==> config.mk <==
export PLATFORM = sky130hd
export DESIGN_NAME = ptr_ram
export DESIGN_NICKNAME = d
export VERILOG_FILES = /design/src/hdl/ptr_ram.sv
export SDC_FILE = /design/constraint.sdc
export NUM_CORES = 2
export LEC_CHECK = 0
export ABC_AREA = 1
export BUFFER_PORTS_ARGS = -buffer_cell sky130_fd_sc_hd__buf_2
export CELL_PAD_IN_SITES_DETAIL_PLACEMENT = 1
export CELL_PAD_IN_SITES_GLOBAL_PLACEMENT = 2
export CORE_MARGIN = 3
export CORE_UTILIZATION = 46
export CTS_BUF_LIST = sky130_fd_sc_hd__clkbuf_8
export DETAILED_ROUTE_END_ITERATION = 10
export HOLD_SLACK_MARGIN = 0.08
export PLACE_DENSITY_LB_ADDON = 0.1
export SLEW_MARGIN = 20
export SYNTH_ARGS = -nofsm -noshare
export SYNTH_HDL_FRONTEND = slang
export SYNTH_SLANG_ARGS = --single-unit
==> constraint.sdc <==
create_clock -name clock -period 2.6 [get_ports clock]
set_clock_uncertainty 0.15 [all_clocks]
set_input_delay 0.39 -clock clock [delete_from_list [all_inputs] [get_ports clock]]
set_output_delay 0.39 -clock clock [all_outputs]
set_load 0.05 [all_outputs]
==> src/hdl/ptr_ram.sv <==
// Generic single-port-write, registered-read RAM.
module ptr_ram #(
   parameter int WIDTH = 8,
   parameter int DEPTH = 256
) (
   input  logic                     clock,
   input  logic                     we,
   input  logic [$clog2(DEPTH)-1:0] waddr,
   input  logic [WIDTH-1:0]         wdata,
   input  logic [$clog2(DEPTH)-1:0] raddr,
   output logic [WIDTH-1:0]         rdata
);
   logic [WIDTH-1:0] mem [DEPTH];

   always_ff @(posedge clock) begin
      if (we) begin
         mem[waddr] <= wdata;
      end
      rdata <= mem[raddr];
   end
endmodule

==> flow_summary.ini <==
[worst_setup_path]
crit_slowest_cell = nor2_1
end_kind = register
startpoint_type = input port
required_ps = 3120
rrSetupSlack_ps = 220
crit_start = waddr[3]
endpoint = mem[127][2]$_DFFE_PP_
r2r_cells = 12
crit_chain = dlygate4sd3_1 -> buf_2 -> nand2_1 -> dlygate4sd3_1 -> nor2_1 -> nand2_2 -> buf_4 -> nor2_1
cp_max_fo = 8
r2r_end = rdata[2]$_DFF_P_
crit_path_max_incr_delay_ps = 730
worstPathArrival_ps = 3040
crit_type = input port to register
rr_startpoint = mem[238][2]$_DFFE_PP_

[sta]
slew_headroom_pct = 36.3
worst_pin_slew_ps = 952
setup_violations = 0
timing.hold.ws_ps = 210
max_freq_mhz = 396
tns_ps = 0
hold_viol_final = 0
drv_slew = 0
rsz0062_at_grt = no
finalCriticalPeriod_ps = 2520
fin_crit_sh_pct = 97.1

[finish]
drive_gt1_share_pct = 15.0
final_net_count = 7691
ff_latch_area_sq_um = 61700
fillers = 18500
final_common_cell = nand2_1
finalInstanceArea_sq_um = 97900
area_growth_pct = 17.4
multi_input_area_sq_um = 19200
most-common-layout-cells = 2,109 x nand2_1, 2,048 x edfxtp_1, 2,019 x nand3_1

[cts]
h-tree-depth = 5
clkLatencyLatePin_ps = 1070
numCtsBuffers = 358
cts_tree = built
root_buffer = clkbuf_8
clock-sinks = 2056
clockBufferDepth = 4
clk_pin_slew_worst_paths_ps = 50

[logic_synthesis]
synthesis.area_sq_um = 83400
syn_avg_cell_area_sq_um = 11.9
syn_inst = 7003
synth-seq-cells = 2056
synth_nets = 7029
yosys_warnings = 0
yosys.cell_types.count = 14
ys_seq_area_share_pct = 73.9

[place]
portBuffers = 33
gp_routability_congestion = 0.858
dp_hpwl_mm = 172
placed_area_sq_um = 91400

[floorplan]
die_area_sq_um = 186000
rows = 155
start_util_pct = 46.5
die_y_um = 432
core_sq_um = 179000
io_pins = 34
die_w_um = 432

[power_and_ir_drop]
power_density_nw_per_um2 = 696
power_uw = 68100
ir_drop_v = 0.000565
p_leak_uw = 0.0357

[global_route]
grt_usage_pct = 29.0
first_global_vias = 60300
grt_pass1_wl_mm = 400
grt_overflow = 0
grt_max_degree = 88
antenna_found_initial = 14

[drt]
avgRoutedWirePerCell_um = 26.3
first_iter_violations = 5112
route.detailed.drc = 0
first_pass_iters = 5
via_count = 58300
wirelength_mm = 270
drt.antenna.violating_nets = 0
viasPerCell = 5.68

[flow_run]
cap_violations = 0

[worst_hold_path]
hold_depth = 2
min_path_type = input port to register

[status]
outcome = finished clean
-- power breakdown --
group | switching [uW] | internal [uW]
sequential | 62.8 | 36500
combinational | 3560 | 1530
clock | 12900 | 13500
total | 16600 | 51600
-- synthesized netlist by cell type (all sizes together) --
library cell  instances  area [sq um]
buf                 371          2030
clkbuf              112           420
dfxtp                 8           160
edfxtp             2048         61500
inv                  39           149
nand2              2123          7970
nand3              2019         10100
nor2                283          1060
-- repair_timing --
action	CTS	global route
hold buffers	31	0
gates resized for setup	1	2
endpoints found under the hold margin	2449	0
buffers inserted	0	0
endpoints found under the setup margin	1	13
gates cloned	0	0
-- flip-flops by register name (all words and copies together), names as in the netlist --
signal,cells
mem,2048
rdata,8
-- metrics by stage --
step                std cells  setup WS [ps]  util [%]
floorplan                7003            569         -
global placement         9629           -320      51.0
detailed placement       9629           -343      51.0
CTS                     10300           4.71      54.6
global route            10300           7.85      54.6
finish                  10300           75.6      54.6
-- cells by family after synthesis --
kind of cell | Yosys count | share of synthesized area, %
flops | 2056 | 73.9
simple gates | 4425 | 22.9
buf+inv | 522 | 3.12
-- worst max-delay path, delay by kind of cell --
kind,cells,cell delay [ps]
and+or+nand+nor,4,1060
buffers and inverters,4,1570
-- final cells by class --
class / instances / area share [%]
timing repair buffer: 785 / 7.94
clock buffer: 369 / 5.19
clock inverter: 230 / 1.08
sequential: 2056 / 63.0
inverter: 39 / 0.187
tap: 2355 / 3.01
antenna: 7 / 0.0179
multi-input combinational: 4425 / 19.6
-- per-layer routing --
layer | routed length, um | track usage (%) | up-vias
li1 | - | - | 26200
met1 | 115000 | 39.8 | 29900
met2 | 132000 | 48.1 | 1795
met3 | 15200 | 3.92 | 409
met4 | 7530 | 9.01 | 2
met5 | 12 | 0 | -
-- how the worst min path moves through the flow --
stage	start	to	slack [ps]
after floorplan	wdata[0]	mem[0][0]$_DFFE_PP_	340
after global placement	wdata[0]	mem[105][0]$_DFFE_PP_	590
after detailed placement	wdata[0]	mem[105][0]$_DFFE_PP_	590
after CTS	wdata[2]	mem[24][2]$_DFFE_PP_	100
after global routing	wdata[5]	mem[23][5]$_DFFE_PP_	170
final	wdata[2]	mem[26][2]$_DFFE_PP_	210
Power figures use the tool's default switching activity.
