File: config.mk
export PLATFORM = sky130hd
export DESIGN_NAME = ptr_engine
export DESIGN_NICKNAME = d
export VERILOG_FILES = /design/src/hdl/ptr_pkg.sv /design/src/hdl/ptr_engine.sv
export SDC_FILE = /design/constraint.sdc
export NUM_CORES = 1
export LEC_CHECK = 0
export BUFFER_PORTS_ARGS = -buffer_cell sky130_fd_sc_hd__buf_2
export CORE_MARGIN = 2
export CORE_UTILIZATION = 52
export DETAILED_ROUTE_END_ITERATION = 7
export PLACE_DENSITY = 0.81
export REMOVE_ABC_BUFFERS = 1
export SYNTH_ARGS = -nofsm -noshare
export SYNTH_HDL_FRONTEND = slang
export SYNTH_SLANG_ARGS = --single-unit
File: constraint.sdc
create_clock -name clock -period 6.25 [get_ports clock]
set_input_delay 1.25 -clock clock [delete_from_list [all_inputs] [get_ports clock]]
set_output_delay 1.25 -clock clock [all_outputs]
set_load 0.05 [all_outputs]
File: src/hdl/ptr_pkg.sv
// Package: shared types, constants and helpers of the planar tile row renderer.
package ptr_pkg;
   localparam int CHAR_BYTES      = 65536;
   localparam int PALETTE_ENTRIES = 1024;
   localparam int MAX_WIDTH       = 64;
   localparam int MAX_PLANES      = 4;
   localparam int TABLE_DEPTH     = 64;
   localparam int CHAR_AW         = $clog2(CHAR_BYTES);
   localparam int PAL_AW          = $clog2(PALETTE_ENTRIES);
   localparam int TAB_AW          = $clog2(TABLE_DEPTH);
   localparam int BIT_AW          = CHAR_AW + 3;
   localparam int PLANE_LIM       = (MAX_PLANES < 4) ? MAX_PLANES : 4;
   localparam int PLANE_W         = $clog2(PLANE_LIM + 1);
   localparam int REQ_W           = 80;
   localparam int RSP_W           = 32;

   typedef enum logic [2:0] {
      OP_CHAR  = 3'd0,
      OP_PAL   = 3'd1,
      OP_COL   = 3'd2,
      OP_ROW   = 3'd3,
      OP_DRAW  = 3'd4
   } op_type;

   typedef enum logic [2:0] {
      REG_PLANES  = 3'd0,
      REG_POFFS   = 3'd1,
      REG_CWIDTH  = 3'd2,
      REG_CHEIGHT = 3'd3,
      REG_PEN     = 3'd4,
      REG_SWAP    = 3'd5,
      REG_SWIDTH  = 3'd6
   } reg_type;

   typedef enum logic [2:0] {
      ST_IDLE,
      ST_BASE,
      ST_XOFF,
      ST_PLANE,
      ST_PAL,
      ST_OUT
   } state_type;

   typedef struct packed {
      logic [2:0]  plane_count;
      logic [63:0] plane_offsets;
      logic [6:0]  char_width;
      logic [6:0]  char_height;
      logic [4:0]  pen;
      logic        swap_axes;
      logic [10:0] screen_width;
   } cfg_type;

   function automatic logic [15:0] col_reset(input logic [TAB_AW-1:0] i);
      logic [15:0] v;
      v = 16'(i & 6'h04) * 16'd2 + (16'(i & 6'h18) << 5) + 16'(i & 6'h03);
      return v;
   endfunction

   function automatic logic [15:0] row_reset(input logic [TAB_AW-1:0] i);
      return 16'(i) * 16'h0010;
   endfunction
endpackage

File: src/hdl/ptr_engine.sv
// Draw sequencer: per column offset lookup, plane gather, palette read.
module ptr_engine (
   input  logic                        clock,
   input  logic                        reset,
   input  ptr_pkg::cfg_type            cfg,
   input  logic                        start,
   input  logic [18:0]                 tile_bit_base,
   input  logic [9:0]                  palette_base,
   input  logic [5:0]                  tile_row,
   input  logic [10:0]                 start_column,
   input  logic                        flip_x,
   input  logic                        flip_y,
   output logic                        busy,
   output logic [ptr_pkg::TAB_AW-1:0]  col_raddr,
   output logic [ptr_pkg::TAB_AW-1:0]  row_raddr,
   input  logic [15:0]                 col_rdata,
   input  logic [15:0]                 row_rdata,
   output logic [ptr_pkg::CHAR_AW-1:0] char_raddr,
   input  logic [7:0]                  char_rdata,
   output logic [ptr_pkg::PAL_AW-1:0]  pal_raddr,
   input  logic [15:0]                 pal_rdata,
   output logic                        out_valid,
   input  logic                        out_ready,
   output logic [ptr_pkg::RSP_W-1:0]   out_data,
   output logic                        out_we,
   output logic                        out_last
);
   import ptr_pkg::*;

   state_type   state_ff, state_in;
   logic [18:0] base_ff;
   logic [9:0]  pbase_ff;
   logic [5:0]  row_ff;
   logic [11:0] start_ff;
   logic        fx_ff;
   logic [5:0]  line_ff;
   logic [6:0]  w_ff;
   logic [6:0]  idx_ff, idx_in;
   logic [PLANE_W-1:0] nplanes_ff;
   logic [15:0] rowoff_ff;
   logic [BIT_AW-1:0] x_ff;
   logic [2:0]  plane_ff, plane_in;
   logic [2:0]  bitsel_ff;
   logic        pend_ff;
   logic [3:0]  px_ff;
   logic        on_ff, we_ff;
   logic [9:0]  dcol_ff;
   logic [15:0] color_ff;

   logic [15:0] poff;
   logic [BIT_AW-1:0] baddr;
   logic [6:0]  wsat;
   logic [12:0] dest;
   logic [4:0]  pen5;
   logic        pen_hit;
   logic        last_col;

   assign wsat = (cfg.char_width > 7'(MAX_WIDTH)) ? 7'(MAX_WIDTH) : cfg.char_width;
   assign busy = (state_ff != ST_IDLE);
   assign poff = cfg.plane_offsets[16*plane_ff[1:0] +: 16];
   assign baddr = x_ff + BIT_AW'(poff);
   assign char_raddr = baddr[BIT_AW-1:3];
   assign last_col = (idx_ff + 7'd1 == w_ff);
   assign dest = {start_ff[11], start_ff} +
      13'(fx_ff ? (w_ff - 7'd1 - idx_ff) : idx_ff);
   assign pen5 = cfg.pen;
   assign pen_hit = !pen5[4] && (pen5[3:0] == px_ff);

   // table reads: column index runs over idx, the row entry is fixed per draw; swap_axes exchanges the two
   always_comb begin
      col_raddr = cfg.swap_axes ? row_ff : idx_ff[TAB_AW-1:0];
      row_raddr = cfg.swap_axes ? idx_ff[TAB_AW-1:0] : row_ff;
   end
   assign pal_raddr = PAL_AW'(10'(px_ff) + pbase_ff);

   always_comb begin
      state_in = state_ff;
      case (state_ff)
         ST_IDLE:  if (start) state_in = (wsat == 7'd0) ? ST_IDLE : ST_BASE;
         ST_BASE:  state_in = ST_XOFF;
         ST_XOFF:  state_in = ST_PLANE;
         ST_PLANE: if (!pend_ff && plane_ff == 3'(nplanes_ff)) state_in = ST_PAL;
         ST_PAL:   state_in = pend_ff ? ST_OUT : ST_PAL;
         ST_OUT:   if (out_ready) state_in = last_col ? ST_IDLE : ST_BASE;
         default:  state_in = ST_IDLE;
      endcase
   end

   always_comb begin
      idx_in = idx_ff;
      plane_in = plane_ff;
      case (state_ff)
         ST_IDLE:  idx_in = 7'd0;
         ST_XOFF:  plane_in = 3'd0;
         ST_PLANE: if (plane_ff != 3'(nplanes_ff)) plane_in = plane_ff + 3'd1;
         ST_OUT:   if (out_ready) idx_in = idx_ff + 7'd1;
         default:  ;
      endcase
   end

   always_ff @(posedge clock) begin
      if (reset) begin
         state_ff <= ST_IDLE;
         pend_ff <= 1'b0;
      end else begin
         state_ff <= state_in;
         pend_ff <= (state_ff == ST_PLANE && plane_ff != 3'(nplanes_ff)) ||
                    (state_ff == ST_PLANE && state_in == ST_PAL);
      end
      idx_ff <= idx_in;
      plane_ff <= plane_in;
      if (state_ff == ST_IDLE && start) begin
         base_ff <= tile_bit_base;
         pbase_ff <= palette_base;
         row_ff <= tile_row;
         start_ff <= {start_column[10], start_column};
         fx_ff <= flip_x;
         line_ff <= flip_y ? 6'(cfg.char_height - 7'd1 - {1'b0, tile_row}) : tile_row;
         w_ff <= wsat;
         nplanes_ff <= (cfg.plane_count > 3'(PLANE_LIM)) ? PLANE_W'(PLANE_LIM)
                                                          : PLANE_W'(cfg.plane_count);
      end
      if (state_ff == ST_XOFF) begin
         x_ff <= BIT_AW'(base_ff) + BIT_AW'(col_rdata) + BIT_AW'(row_rdata);
         px_ff <= 4'd0;
         on_ff <= !dest[12] && (dest < ((cfg.screen_width > 11'd1024) ? 13'd1024
                                        : 13'(cfg.screen_width)));
         dcol_ff <= dest[9:0];
      end
      if (state_ff == ST_PLANE) begin
         bitsel_ff <= baddr[2:0];
         if (pend_ff && char_rdata[3'd7 - bitsel_ff]) begin
            px_ff[plane_ff[1:0] - 2'd1] <= 1'b1;
         end
      end
      if (state_ff == ST_PAL && pend_ff) begin
         color_ff <= pal_rdata;
         we_ff <= on_ff && !pen_hit;
      end
   end

   assign out_valid = (state_ff == ST_OUT);
   assign out_data = {color_ff, line_ff, (on_ff ? dcol_ff : 10'd0)};
   assign out_we = we_ff;
   assign out_last = last_col;
endmodule

==> qor.csv <==
stage,metric,value,unit
flow_run,number of max-capacitance violations reported,0,
setup_path,endpoint of the most critical register-to-register path,on_ff$_DFFE_PP_,
cells_and_area,final layout net count,1358,
routing,# DRC,0,
global_route,GR Util All Layers,0.233,
routing,DR vias,6996,
setup_path,required time of the worst setup path,5000,ps
cells_and_area,Layout Cells excl Fill,1289,
timing,pins over their slew limit,0,
floorplanning,die area,18200,sq um
logic_synthesis,synthesized area per cell,11.3,sq um
floorplanning,Core Footprint,16600,sq um
timing,Final Hold Vio Count,0,
timing,post-route setup slack,811,ps
routing,Wirelength per Cell,16.3,um
cts,cells resized by post-CTS repair,0,
power_and_ir_drop,power per cell area,325,nW/um^2
logic_synthesis,prevailing post-synth register cell,sky130_fd_sc_hd__edfxtp_1,
setup_path,highest net fanout along the worst path,13,
worst_hold_path,worst min-delay path endpoint,state_ff[1]$_SDFF_PP0_,
cells_and_area,Filler cells,1242,
cts,total clock buffers created by CTS,17,
floorplanning,number of placement rows,47,
global_route,first-pass GRT wire length,33100,um
global_route,remaining global-route overflow,0,
cts,root buf cell,sky130_fd_sc_hd__clkbuf_16,
cts,maximum level of the CTS H-tree,4,
timing,summed negative setup slack over all endpoints,0,ps
setup_path,Reg2Reg Depth,22,
cts,number of clock sinks seen by CTS,131,
floorplanning,number of primary I/O pins,280,
logic_synthesis,post-synth top area cell,sky130_fd_sc_hd__edfxtp_1,
place,worst setup slack before clock tree synthesis,1080,ps
floorplanning,initial core utilization,0.535,
global_route,number of global-route vias before repair,6910,
cts,setup fix buffers added after clock tree synthesis,0,
worst_hold_path,worst min-delay path startpoint,state_ff[2]$_SDFF_PP0_,
logic_synthesis,fraction of the yosys area taken by sequential cells,0.433,
timing,worst clock skew,7.61,ps
worst_hold_path,worst hold path type,register to register,
logic_synthesis,top area cells in the synthesized netlist,"sky130_fd_sc_hd__edfxtp_1, sky130_fd_sc_hd__ha_1, sky130_fd_sc_hd__fa_1",
place,DP HPWL,16800,um
power_and_ir_drop,leak pwr,4.77,nW
place,Inst Count DP,1256,
setup_path,data arrival time of the worst path,4190,ps
setup_path,crit path kind,register to primary output,
cts,Clock Latency Late Sink,420,ps
cts,number of hold buffers added after CTS,0,
outcome,status,finished clean,
logic_synthesis,#FFs+latches synth,131,
global_route,antenna violations before repair,1,
logic_synthesis,proportion of synthesized flip-flops having asynchronous set or reset,0,
cts,clock-pin slew of the registers on the worst-case setup and hold paths,60,ps
logic_synthesis,area share of the leading cell type in the synthesized netlist,0.415,
place,count of input and output buffers,278,
logic_synthesis,number of distinct library cells after synthesis,66,
setup_path,slack of the worst reg-to-reg path,1180,ps
setup_path,kind of start point of the critical path,register,
routing,sum of routed wire length over all layers,21000,um
logic_synthesis,gate count of the mapped netlist,786,
floorplanning,Chip Height,135,um
cts,TritonCTS clock tree,done,
cells_and_area,fraction of layout cells with a size suffix above 1,0.329,
routing,via-per-instance ratio,5.43,
cts,Max Buffers Root-to-Sink,2,
logic_synthesis,count of warnings emitted by yosys,0,
worst_hold_path,Cells on Worst Hold Path,1,
timing,fin crit period,5440,ps
routing,antenna violation net count after detailed routing,0,
timing,Finish-stage setup viols,0,
routing,Iteration-0 DRC Markers,413,
logic_synthesis,number of flops mapped to enable cells by yosys,123,
setup_path,startpoint of the most critical register-to-register path,w_ff[0]$_DFFE_PP_,
timing,worst slew pin tran,1000,ps
cells_and_area,Syn-to-layout area delta,23.6,%
timing,RSZ-0062 raised after global routing,false,
setup_path,endpoint type of the worst setup path,primary output,
floorplanning,die width,135,um
timing,Achievable Freq,0.184,GHz
global_route,maximum number of pins on one net before global-route repair,35,
timing,slew margin rel.,0.331,
timing,final cycle utilization of the critical path,0.870,
power_and_ir_drop,largest vdd supply drop,0.192,mV
routing,number of detailed-routing iterations run before antenna repair,5,
place,routability cong.,0.881,
logic_synthesis,summed instance area of the synthesized netlist,8900,sq um
logic_synthesis,top-count cell post-synth,sky130_fd_sc_hd__edfxtp_1,
logic_synthesis,ranking of synthesized cells by instance count,"sky130_fd_sc_hd__edfxtp_1, sky130_fd_sc_hd__ha_1, sky130_fd_sc_hd__inv_1, sky130_fd_sc_hd__nand2_1",
[metrics by stage]
stage / hold WS [ps] / power, mW / area, sq um / utilization
floorplan: 462 / 2.22 / 8710 / -
CTS: 537 / 3.59 / 11000 / 0.661
global route: 572 / 3.76 / 11000 / 0.661
global placement: 501 / 2.55 / 10400 / 0.625
detailed placement: 533 / 2.59 / 10400 / 0.625
finish: 558 / 3.57 / 11000 / 0.661
[power breakdown]
group | switching, mW | internal [mW]
clock | 0.422 | 0.563
combinational | 0.908 | 0.538
sequential | 0.0540 | 1.09
total | 1.38 | 2.19
[worst max path at each step]
stage | endpoint | slack [ps] | from
after CTS | char_raddr[15] | 770 | plane_ff[0]$_SDFFCE_PN0P_
final | char_raddr[15] | 810 | plane_ff[0]$_SDFFCE_PN0P_
after global routing | char_raddr[13] | 480 | plane_ff[0]$_SDFFCE_PN0P_
after floorplan | char_raddr[8] | 1190 | cfg[80]
after detailed placement | char_raddr[15] | 1080 | cfg[79]
after global placement | char_raddr[15] | 1150 | cfg[79]
[sequential cells by signal (all words and copies together), names as in the netlist, 4 cells and up]
register,cells
line_ff,6
px_ff,4
pbase_ff,10
dcol_ff,10
idx_ff,7
base_ff,19
color_ff,16
w_ff,7
row_ff,6
start_ff,11
x_ff,19
[worst max-delay path, stage by stage (launching register included)]
cell and delay (ps):
sky130_fd_sc_hd__edfxtp_1 810, sky130_fd_sc_hd__buf_4 350, sky130_fd_sc_hd__mux4_2 520, sky130_fd_sc_hd__ha_1 410
sky130_fd_sc_hd__and3_1 240, sky130_fd_sc_hd__nor3b_2 200, sky130_fd_sc_hd__o31ai_2 130, sky130_fd_sc_hd__a211oi_1 440
sky130_fd_sc_hd__o211ai_1 170, sky130_fd_sc_hd__xnor2_1 180, sky130_fd_sc_hd__buf_2 290
[cells in the final DEF (no fill, tap or decap), types with 14 or more instances in the layout]
cell	synthesis	layout
sky130_fd_sc_hd__a21oi_1	41	41
sky130_fd_sc_hd__buf_2	3	278
sky130_fd_sc_hd__clkbuf_16	0	17
sky130_fd_sc_hd__edfxtp_1	123	123
sky130_fd_sc_hd__fa_1	22	22
sky130_fd_sc_hd__ha_1	75	75
sky130_fd_sc_hd__inv_1	53	53
sky130_fd_sc_hd__mux4_2	18	18
sky130_fd_sc_hd__nand2_1	53	53
sky130_fd_sc_hd__nand3_1	14	14
sky130_fd_sc_hd__nor2_1	49	48
sky130_fd_sc_hd__nor2b_1	19	19
sky130_fd_sc_hd__nor3_1	14	14
sky130_fd_sc_hd__o21a_1	15	15
sky130_fd_sc_hd__o21ai_0	43	43
sky130_fd_sc_hd__xnor2_1	49	49
sky130_fd_sc_hd__xor2_1	22	22
[metal layers]
metal / global-route usage / wire, um / vias up
met3: 0.0488 / 1410 / 48
li1: - / - / 3401
met1: 0.285 / 8450 / 3264
met2: 0.398 / 10500 / 283
met5: 0 / 0 / -
met4: 0.107 / 660 / 0
[layout make-up]
| type | count | area, sq um | area share |
|---|---|---|---|
| clock buffer | 17 | 425 | 0.0387 |
| sequential | 131 | 3850 | 0.350 |
| antenna | 1 | 2.50 | 0.000228 |
| clock inverter | 15 | 163 | 0.0148 |
| inverter | 54 | 203 | 0.0184 |
| timing repair buffer | 281 | 1410 | 0.129 |
| multi-input combinational | 570 | 4660 | 0.424 |
| tap | 220 | 275 | 0.0250 |
[kinds of logic after synthesis]
| logic type | share of synthesized area |
|---|---|
| mux | 0.0589 |
| simple gates | 0.123 |
| buf+inv | 0.0440 |
| compound gates | 0.114 |
| fa+ha+maj | 0.155 |
| xor+xnor | 0.0717 |
| flops | 0.433 |
Note: power is estimated with default switching activity, not from simulation.
