`src/hdl/ptr_pkg.sv`:
```
// Package: shared types, constants and helpers of the planar tile row renderer.
package ptr_pkg;
   localparam int CHAR_BYTES      = 65536;
   localparam int PALETTE_ENTRIES = 1024;
   localparam int MAX_WIDTH       = 64;
   localparam int MAX_PLANES      = 4;
   localparam int TABLE_DEPTH     = 64;
   localparam int CHAR_AW         = $clog2(CHAR_BYTES);
   localparam int PAL_AW          = $clog2(PALETTE_ENTRIES);
   localparam int TAB_AW          = $clog2(TABLE_DEPTH);
   localparam int BIT_AW          = CHAR_AW + 3;
   localparam int PLANE_LIM       = (MAX_PLANES < 4) ? MAX_PLANES : 4;
   localparam int PLANE_W         = $clog2(PLANE_LIM + 1);
   localparam int REQ_W           = 80;
   localparam int RSP_W           = 32;

   typedef enum logic [2:0] {
      OP_CHAR  = 3'd0,
      OP_PAL   = 3'd1,
      OP_COL   = 3'd2,
      OP_ROW   = 3'd3,
      OP_DRAW  = 3'd4
   } op_type;

   typedef enum logic [2:0] {
      REG_PLANES  = 3'd0,
      REG_POFFS   = 3'd1,
      REG_CWIDTH  = 3'd2,
      REG_CHEIGHT = 3'd3,
      REG_PEN     = 3'd4,
      REG_SWAP    = 3'd5,
      REG_SWIDTH  = 3'd6
   } reg_type;

   typedef enum logic [2:0] {
      ST_IDLE,
      ST_BASE,
      ST_XOFF,
      ST_PLANE,
      ST_PAL,
      ST_OUT
   } state_type;

   typedef struct packed {
      logic [2:0]  plane_count;
      logic [63:0] plane_offsets;
      logic [6:0]  char_width;
      logic [6:0]  char_height;
      logic [4:0]  pen;
      logic        swap_axes;
      logic [10:0] screen_width;
   } cfg_type;

   function automatic logic [15:0] col_reset(input logic [TAB_AW-1:0] i);
      logic [15:0] v;
      v = 16'(i & 6'h04) * 16'd2 + (16'(i & 6'h18) << 5) + 16'(i & 6'h03);
      return v;
   endfunction

   function automatic logic [15:0] row_reset(input logic [TAB_AW-1:0] i);
      return 16'(i) * 16'h0010;
   endfunction
endpackage

```
`src/hdl/ptr_ram.sv`:
```
// Generic single-port-write, registered-read RAM.
module ptr_ram #(
   parameter int WIDTH = 8,
   parameter int DEPTH = 256
) (
   input  logic                     clock,
   input  logic                     we,
   input  logic [$clog2(DEPTH)-1:0] waddr,
   input  logic [WIDTH-1:0]         wdata,
   input  logic [$clog2(DEPTH)-1:0] raddr,
   output logic [WIDTH-1:0]         rdata
);
   logic [WIDTH-1:0] mem [DEPTH];

   always_ff @(posedge clock) begin
      if (we) begin
         mem[waddr] <= wdata;
      end
      rdata <= mem[raddr];
   end
endmodule

```
`src/hdl/ptr_offset_table.sv`:
```
// Offset table: RAM loaded with its default values by a pass after reset.
module ptr_offset_table (
   input  logic                     clock,
   input  logic                     reset,
   input  logic                     is_row,
   input  logic                     we,
   input  logic [ptr_pkg::TAB_AW-1:0] waddr,
   input  logic [15:0]              wdata,
   input  logic [ptr_pkg::TAB_AW-1:0] raddr,
   output logic [15:0]              rdata,
   output logic                     init_busy
);
   import ptr_pkg::*;
   logic [TAB_AW:0]   init_ff;
   logic              init_act;
   logic              ram_we;
   logic [TAB_AW-1:0] ram_waddr;
   logic [15:0]       ram_wdata;

   // one default entry per cycle until the counter reaches the depth
   always_ff @(posedge clock) begin
      if (reset) begin
         init_ff <= '0;
      end else if (init_act) begin
         init_ff <= init_ff + (TAB_AW+1)'(1);
      end
   end

   assign init_act  = !init_ff[TAB_AW];
   assign init_busy = init_act;
   assign ram_we    = init_act || we;
   assign ram_waddr = init_act ? init_ff[TAB_AW-1:0] : waddr;
   assign ram_wdata = init_act ? (is_row ? row_reset(init_ff[TAB_AW-1:0])
                                         : col_reset(init_ff[TAB_AW-1:0]))
                               : wdata;

   ptr_ram #(.WIDTH(16), .DEPTH(TABLE_DEPTH)) u_ram (
      .clock(clock), .we(ram_we), .waddr(ram_waddr),
      .wdata(ram_wdata), .raddr(raddr), .rdata(rdata));
endmodule

```
`config.mk`:
```
export PLATFORM = sky130hd
export DESIGN_NAME = ptr_offset_table
export DESIGN_NICKNAME = d
export VERILOG_FILES = /design/src/hdl/ptr_pkg.sv /design/src/hdl/ptr_ram.sv /design/src/hdl/ptr_offset_table.sv
export SDC_FILE = /design/constraint.sdc
export NUM_CORES = 1
export LEC_CHECK = 0
export ABC_AREA = 1
export BUFFER_PORTS_ARGS = -buffer_cell sky130_fd_sc_hd__buf_2
export CORE_MARGIN = 2
export CORE_UTILIZATION = 40
export DETAILED_ROUTE_END_ITERATION = 6
export GPL_ROUTABILITY_DRIVEN = 0
export GPL_TIMING_DRIVEN = 0
export SKIP_CTS_REPAIR_TIMING = 1
export SKIP_LAST_GASP = 1
export SLEW_MARGIN = 20
export SYNTH_ARGS = -nofsm -noshare
export SYNTH_HDL_FRONTEND = slang
export SYNTH_SLANG_ARGS = --single-unit
```
`constraint.sdc`:
```
create_clock -name clock -period 3.6 [get_ports clock]
set_input_delay 0 -clock clock [delete_from_list [all_inputs] [get_ports clock]]
set_output_delay 0 -clock clock [all_outputs]
set_load 0.02 [all_outputs]
```
==> results of run 1 <==
## layout by cell type (no fill, tap or decap), drive strengths merged
cell type	count
a21oi	10
bufinv	15
clkinv	35
nor3b	2
nand2	1329
edfxtp	1024
nand3	871
or2	1
dfxtp	23
a31oi	1
nor2	70
clkinvlp	2
o21ai	8
nand4	7
clkbuf	148
diode	1
nor3	7
buf	346
inv	33
dlygate4sd3	20
nor4	6
ha	1
## Yosys cell counts, types with 2 or more instances
cell type | number | area, µm²
nand2_1 | 1328 | 4980
edfxtp_1 | 1024 | 30700
nand3_1 | 868 | 4340
buf_2 | 106 | 531
nor2_1 | 69 | 259
buf_6 | 50 | 563
buf_4 | 30 | 225
buf_1 | 24 | 90.1
dfxtp_1 | 23 | 460
inv_1 | 22 | 82.6
clkbuf_1 | 16 | 60.1
a21oi_1 | 7 | 35.0
nand4_1 | 7 | 43.8
nor3_1 | 7 | 35.0
o21ai_0 | 7 | 35.0
nor4_1 | 6 | 37.5
inv_2 | 3 | 11.3
nand3_2 | 3 | 30.0
a21oi_2 | 2 | 17.5
nor3b_1 | 2 | 15.0
## stage by stage
step,util (%),area (µm²),TNS [ps],setup slack (ps)
2_1_floorplan,-,42700,-33410,-261
3_3_place_gp,42.3,44700,-1979640,-5860
3_5_place_dp,44.1,46600,0,389
4_1_cts,47.4,50000,0,367
5_1_grt,47.6,50200,0,128
6_report,47.6,50200,0,237
## metal layers
metal	wire length [µm]	vias up	GRT usage, %
li1	-	13250	-
met1	53600	14435	33.7
met2	63000	1750	39.3
met3	15500	280	5.74
met4	5420	0	8.90
met5	0	-	0
## power breakdown
part / internal [mW] / switching [mW]
clock: 6.49 / 4.61
combinational: 0.504 / 1.33
sequential: 13.3 / 0.0221
## registers in the layout, summed over array words and instances (netlist names)
register     count
u_ram.rdata     16
init_ff          7
u_ram.mem     1024
## kinds of logic after synthesis
family	after synthesis	share of synthesized area, %
buffers and inverters	254	3.74
flip-flops	1047	73.1
AO/OA/AOI/OAI	19	0.278
AND/OR/NAND/NOR	2293	22.9
adder cells (fa/ha/maj)	1	0.0293
## worst paths after layout
check                  start                to  slack [ps]
setup / recovery  init_ff[6]  u_ram.mem[6][13]         240
hold / removal        is_row  u_ram.mem[34][1]          30
setup reg to reg  init_ff[6]  u_ram.mem[6][13]         240
hold reg to reg   init_ff[5]        init_ff[6]         520
## cell type report
cell class	instances	area (µm²)	area share (%)
Buffer	227	1480	2.95
Antenna cell	1	2.50	0.00498
Timing Repair Buffer	155	1910	3.80
Tap cell	1391	1740	3.46
Clock inverter	58	696	1.38
Inverter	27	129	0.257
Multi-Input combinational cell	2313	10300	20.5
Clock buffer	132	2760	5.49
Sequential cell	1047	31200	62.1
==> impl_metrics.env, run 1 <==
export IMPL_status="completed"
export IMPL_finalHoldViolations=0
export IMPL_reg2reg_depth=8
export IMPL_synth_edf_count=1024
export IMPL_crit_fanout=9
export IMPL_relSlewSlack_pct=21.7
export IMPL_cp_start_kind="flop"
export IMPL_port_buffers=44
export IMPL_die_area_mm2=0.109
export IMPL_vdd_ir_drop_max_uv=349
export IMPL_fin_cells=5351
export IMPL_wl_mm=137
export IMPL_dp_cells=5140
export IMPL_rows=119
export IMPL_avgSynthCellArea_um2=11.8
export IMPL_first_global_vias=27194
export IMPL_drt_initial_drc_count=3923
export IMPL_area_growth_pct=17.6
export IMPL_required_ps=3980
export IMPL_synth_ff_type="edfxtp_1"
export IMPL_cp_depth=8
export IMPL_syn_area_mm2=0.0427
export IMPL_drive_gt1_share_pct=14.2
export IMPL_clock_root_buffer="clkbuf_16"
export IMPL_fin_nets=3908
export IMPL_leakagePower_nw=18.6
export IMPL_holdWs_ps=30.4
export IMPL_endpoint_kind="flop"
export IMPL_slowest_stage="nor2_2"
export IMPL_cts_buffers=104
export IMPL_grt_pass1_wl_mm=193
export IMPL_core_mm2=0.106
export IMPL_cp_data_arrival_time_ps=3750
export IMPL_synth_distinct_cells=30
export IMPL_drc_errors=0
export IMPL_first_pass_iters=6
export IMPL_critical_path_buf_inv_count=4
export IMPL_hpwlAfterDp_mm=95.1
export IMPL_max_cap_violations=0
export IMPL_total_power_mw=26.3
export IMPL_rsz0062_at_grt="false"
export IMPL_hold_depth=2
export IMPL_antenna_left=0
export IMPL_async_reset_ff_share_pct=0
export IMPL_finClkSkew_ps=25.1
export IMPL_cts_sinks=1047
export IMPL_critical_path_class="reg -> reg"
export IMPL_yosysWarnings=0
export IMPL_slew_viol_final=0
export IMPL_postSynthCellCount=3614
export IMPL_seq_area_frac_synth_pct=73.1
export IMPL_min_period_ps=3360
export IMPL_nFillCells=9276
export IMPL_grt_start_max_net_pins=59
export IMPL_finalSetupViolCount=0
export IMPL_boundaryPins=49
export IMPL_worst_slew_pin_transition_ps=1180
export IMPL_crit_chain="buf_6 > inv_4 > nand2_2 > inv_1 > a21oi_4 > nand4_1 > nor2_2 > buf_8"
export IMPL_cts_max_level=3
export IMPL_hp_class="in -> reg"
export IMPL_max_freq_mhz=297
export IMPL_clk_pin_slew_ps=60
export IMPL_die_height_um=331
export IMPL_grt_use_total_pct=24.8
export IMPL_start_util_pct=40.5
export IMPL_gr_total_overflow=0
export IMPL_min_period_over_period_pct=93.4
export IMPL_synth_seq_cells=1047
export IMPL_cts_tree="yes"
export IMPL_avgRoutedWirePerCell_um=25.7
export IMPL_clk_latency_ps=690
export IMPL_critPathTopFamily="simple AND/OR/NAND/NOR gates"
export IMPL_num_vias=29715
export IMPL_avgViaCountPerCell=5.55
export IMPL_powerDensity_mw_per_mm2=524
export IMPL_cts_max_path_buffers=3
export IMPL_max_stage_delay_ps=860
export IMPL_syn_nets=3647
export IMPL_antenna_found_initial=5
export IMPL_die_w_um=331
(Power assumes the default switching activity.)
==> inputs of run 2 (changes only) <==
--- a/config.mk
+++ b/config.mk
@@ -12,6 +12,7 @@
 export DETAILED_ROUTE_END_ITERATION = 6
 export GPL_ROUTABILITY_DRIVEN = 0
 export GPL_TIMING_DRIVEN = 0
+export SETUP_SLACK_MARGIN = 0.3
 export SKIP_CTS_REPAIR_TIMING = 1
 export SKIP_LAST_GASP = 1
 export SLEW_MARGIN = 20
==> run 2 against run 1 <==
Compared with the run above: flip-flop and latch count did not move; critical path type unchanged; critical path depth rose by 1; fmax rose by 2.6%; total power barely moved; largest power group unchanged; cell count rose by 0.19%; worst hold slack got worse by 5.1 ps; register-to-register slack improved by 90 ps; sequential power barely moved.
==> impl_metrics.env, run 2 (same netlist as run 1, synthesis figures left out) <==
export IMPL_avgRoutedWirePerCell_um=25.6
export IMPL_critical_path_class="reg -> reg"
export IMPL_largest_reg_flops=1024
export IMPL_first_global_vias=27194
export IMPL_gr_total_overflow=0
export IMPL_antenna_left=0
export IMPL_cts_buffers=104
export IMPL_fin_cells=5361
export IMPL_rows=119
export IMPL_slew_viol_final=0
export IMPL_cts_max_level=3
export IMPL_hp_class="in -> reg"
export IMPL_max_cap_violations=0
export IMPL_reg_top3="u_ram.mem x1024, u_ram.rdata x16, init_ff x7"
export IMPL_design_area_mm2=0.0504
export IMPL_finClkSkew_ps=22.1
export IMPL_clk_pin_slew_ps=60
export IMPL_leakagePower_nw=18.7
export IMPL_final_core_util_pct=47.7
export IMPL_max_freq_mhz=305
export IMPL_layout_setup_ws_ps=324
export IMPL_cp_data_arrival_time_ps=3660
export IMPL_p_int_mw=20.3
export IMPL_reg2reg_from="init_ff[6]"
export IMPL_place_ws_ps=389
export IMPL_hpwlAfterDp_mm=95.1
export IMPL_rsz0062_at_grt="true"
export IMPL_p_sw_mw=5.97
export IMPL_dp_cells=5140
export IMPL_cts_max_path_buffers=3
export IMPL_p_clk_share_pct=42.2
export IMPL_grt_start_max_net_pins=59
export IMPL_comb_power_share_pct=7.0
export IMPL_drt_initial_drc_count=4030
export IMPL_nFillCells=9248
export IMPL_num_vias=29767
export IMPL_worst_slew_pin_transition_ps=1180
export IMPL_crit_fanout=9
export IMPL_regMostFlops="u_ram.mem"
export IMPL_cts_tree="yes"
export IMPL_total_power_mw=26.3
export IMPL_core_mm2=0.106
export IMPL_drc_errors=0
export IMPL_start_util_pct=40.5
export IMPL_min_period_over_period_pct=91.0
export IMPL_clk_latency_ps=700
export IMPL_vdd_ir_drop_max_uv=352
export IMPL_final_common_cell="nand2_1"
export IMPL_relSlewSlack_pct=21.4
export IMPL_wl_mm=137
export IMPL_grt_pass1_wl_mm=193
export IMPL_netSwitchingFraction_pct=22.7
export IMPL_required_ps=3980
export IMPL_clock_root_buffer="clkbuf_16"
export IMPL_place_area_mm2=0.0466
export IMPL_cp_startpoint="init_ff[6]"
export IMPL_pwr_share_seq_pct=50.8
export IMPL_grt_use_total_pct=24.8
export IMPL_status="completed"
export IMPL_fin_nets=3918
export IMPL_reg2reg_depth=9
export IMPL_cts_sinks=1047
export IMPL_finalSetupViolCount=0
export IMPL_min_period_ps=3280
export IMPL_cp_start_kind="flop"
export IMPL_port_buffers=44
export IMPL_area_growth_pct=18.0
export IMPL_powerDensity_mw_per_mm2=522
export IMPL_avgViaCountPerCell=5.55
export IMPL_drive_gt1_share_pct=14.5
export IMPL_die_area_mm2=0.109
export IMPL_final_cell_mix="1327 x nand2_1, 1024 x edfxtp_1, 868 x nand3_1"
export IMPL_boundaryPins=49
export IMPL_antenna_found_initial=5
export IMPL_endpoint_kind="flop"
export IMPL_die_w_um=331
export IMPL_finalHoldViolations=0
export IMPL_first_pass_iters=6
export IMPL_cp_endpoint="u_ram.mem[39][7]"
export IMPL_die_height_um=331
export IMPL_r2r_slack_ps=320
export IMPL_r2r_end="u_ram.mem[39][7]"
## run 2: cell types whose count changed in the layout (fill, tap and decap cells not counted)
cell | before | now
nor2_4 | 25 | 26
nor2_2 | 32 | 31
buf_12 | 9 | 15
buf_4 | 44 | 48
## run 2: final cells by class
class / instances / area (µm²) / area share, %
Clock inverter: 58 / 696 / 1.38
Tap cell: 1391 / 1740 / 3.45
Sequential cell: 1047 / 31200 / 61.9
Multi-Input combinational cell: 2313 / 10300 / 20.5
Clock buffer: 132 / 2760 / 5.47
Inverter: 27 / 129 / 0.256
Buffer: 227 / 1480 / 2.94
Antenna cell: 1 / 2.50 / 0.00497
Timing Repair Buffer: 165 / 2060 / 4.08
## run 2: metal layers
metal | global-route usage, % | up-vias | wire, µm
met2 | 39.3 | 1724 | 62700
li1 | - | 13263 | -
met1 | 33.7 | 14485 | 53500
met3 | 5.74 | 295 | 15400
met5 | 0 | - | 0
met4 | 8.90 | 0 | 5650
## run 2: stage by stage
step	TNS, ps	hold WS, ps
2_1_floorplan	-33410	69.1
3_3_place_gp	-1979640	262
3_5_place_dp	0	262
4_1_cts	0	-460
5_1_grt	0	32.3
6_report	0	25.4
## run 2: worst min path at each step
stage	cells after the start	slack, ps	startpoint	endpoint
6_report	4	30	waddr[2]	u_ram.mem[49][11]
5_1_grt	2	30	is_row	u_ram.mem[35][1]
4_1_cts	2	-460	reset	init_ff[6]
3_5_place_dp	2	260	reset	init_ff[6]
3_3_place_gp	2	260	reset	init_ff[1]
2_1_floorplan	1	70	reset	init_ff[1]
## run 2: power groups by stage
stage / registers (mW) / logic (mW) / clock network [mW]
2_1_floorplan: 13.7 / 0.937 / 0
3_3_place_gp: 13.7 / 1.66 / 0
3_5_place_dp: 13.6 / 1.76 / 0
4_1_cts: 13.4 / 1.77 / 11.2
5_1_grt: 13.4 / 1.94 / 11.7
6_report: 13.4 / 1.83 / 11.1
## run 2: critical path: stages, from the launching register on
cell,delay [ps]
dfxtp_1,310
buf_6,130
inv_4,80
nand2_2,110
inv_1,170
a21oi_4,100
inv_1,290
nand4_1,760
nor2_2,740
buf_6,250
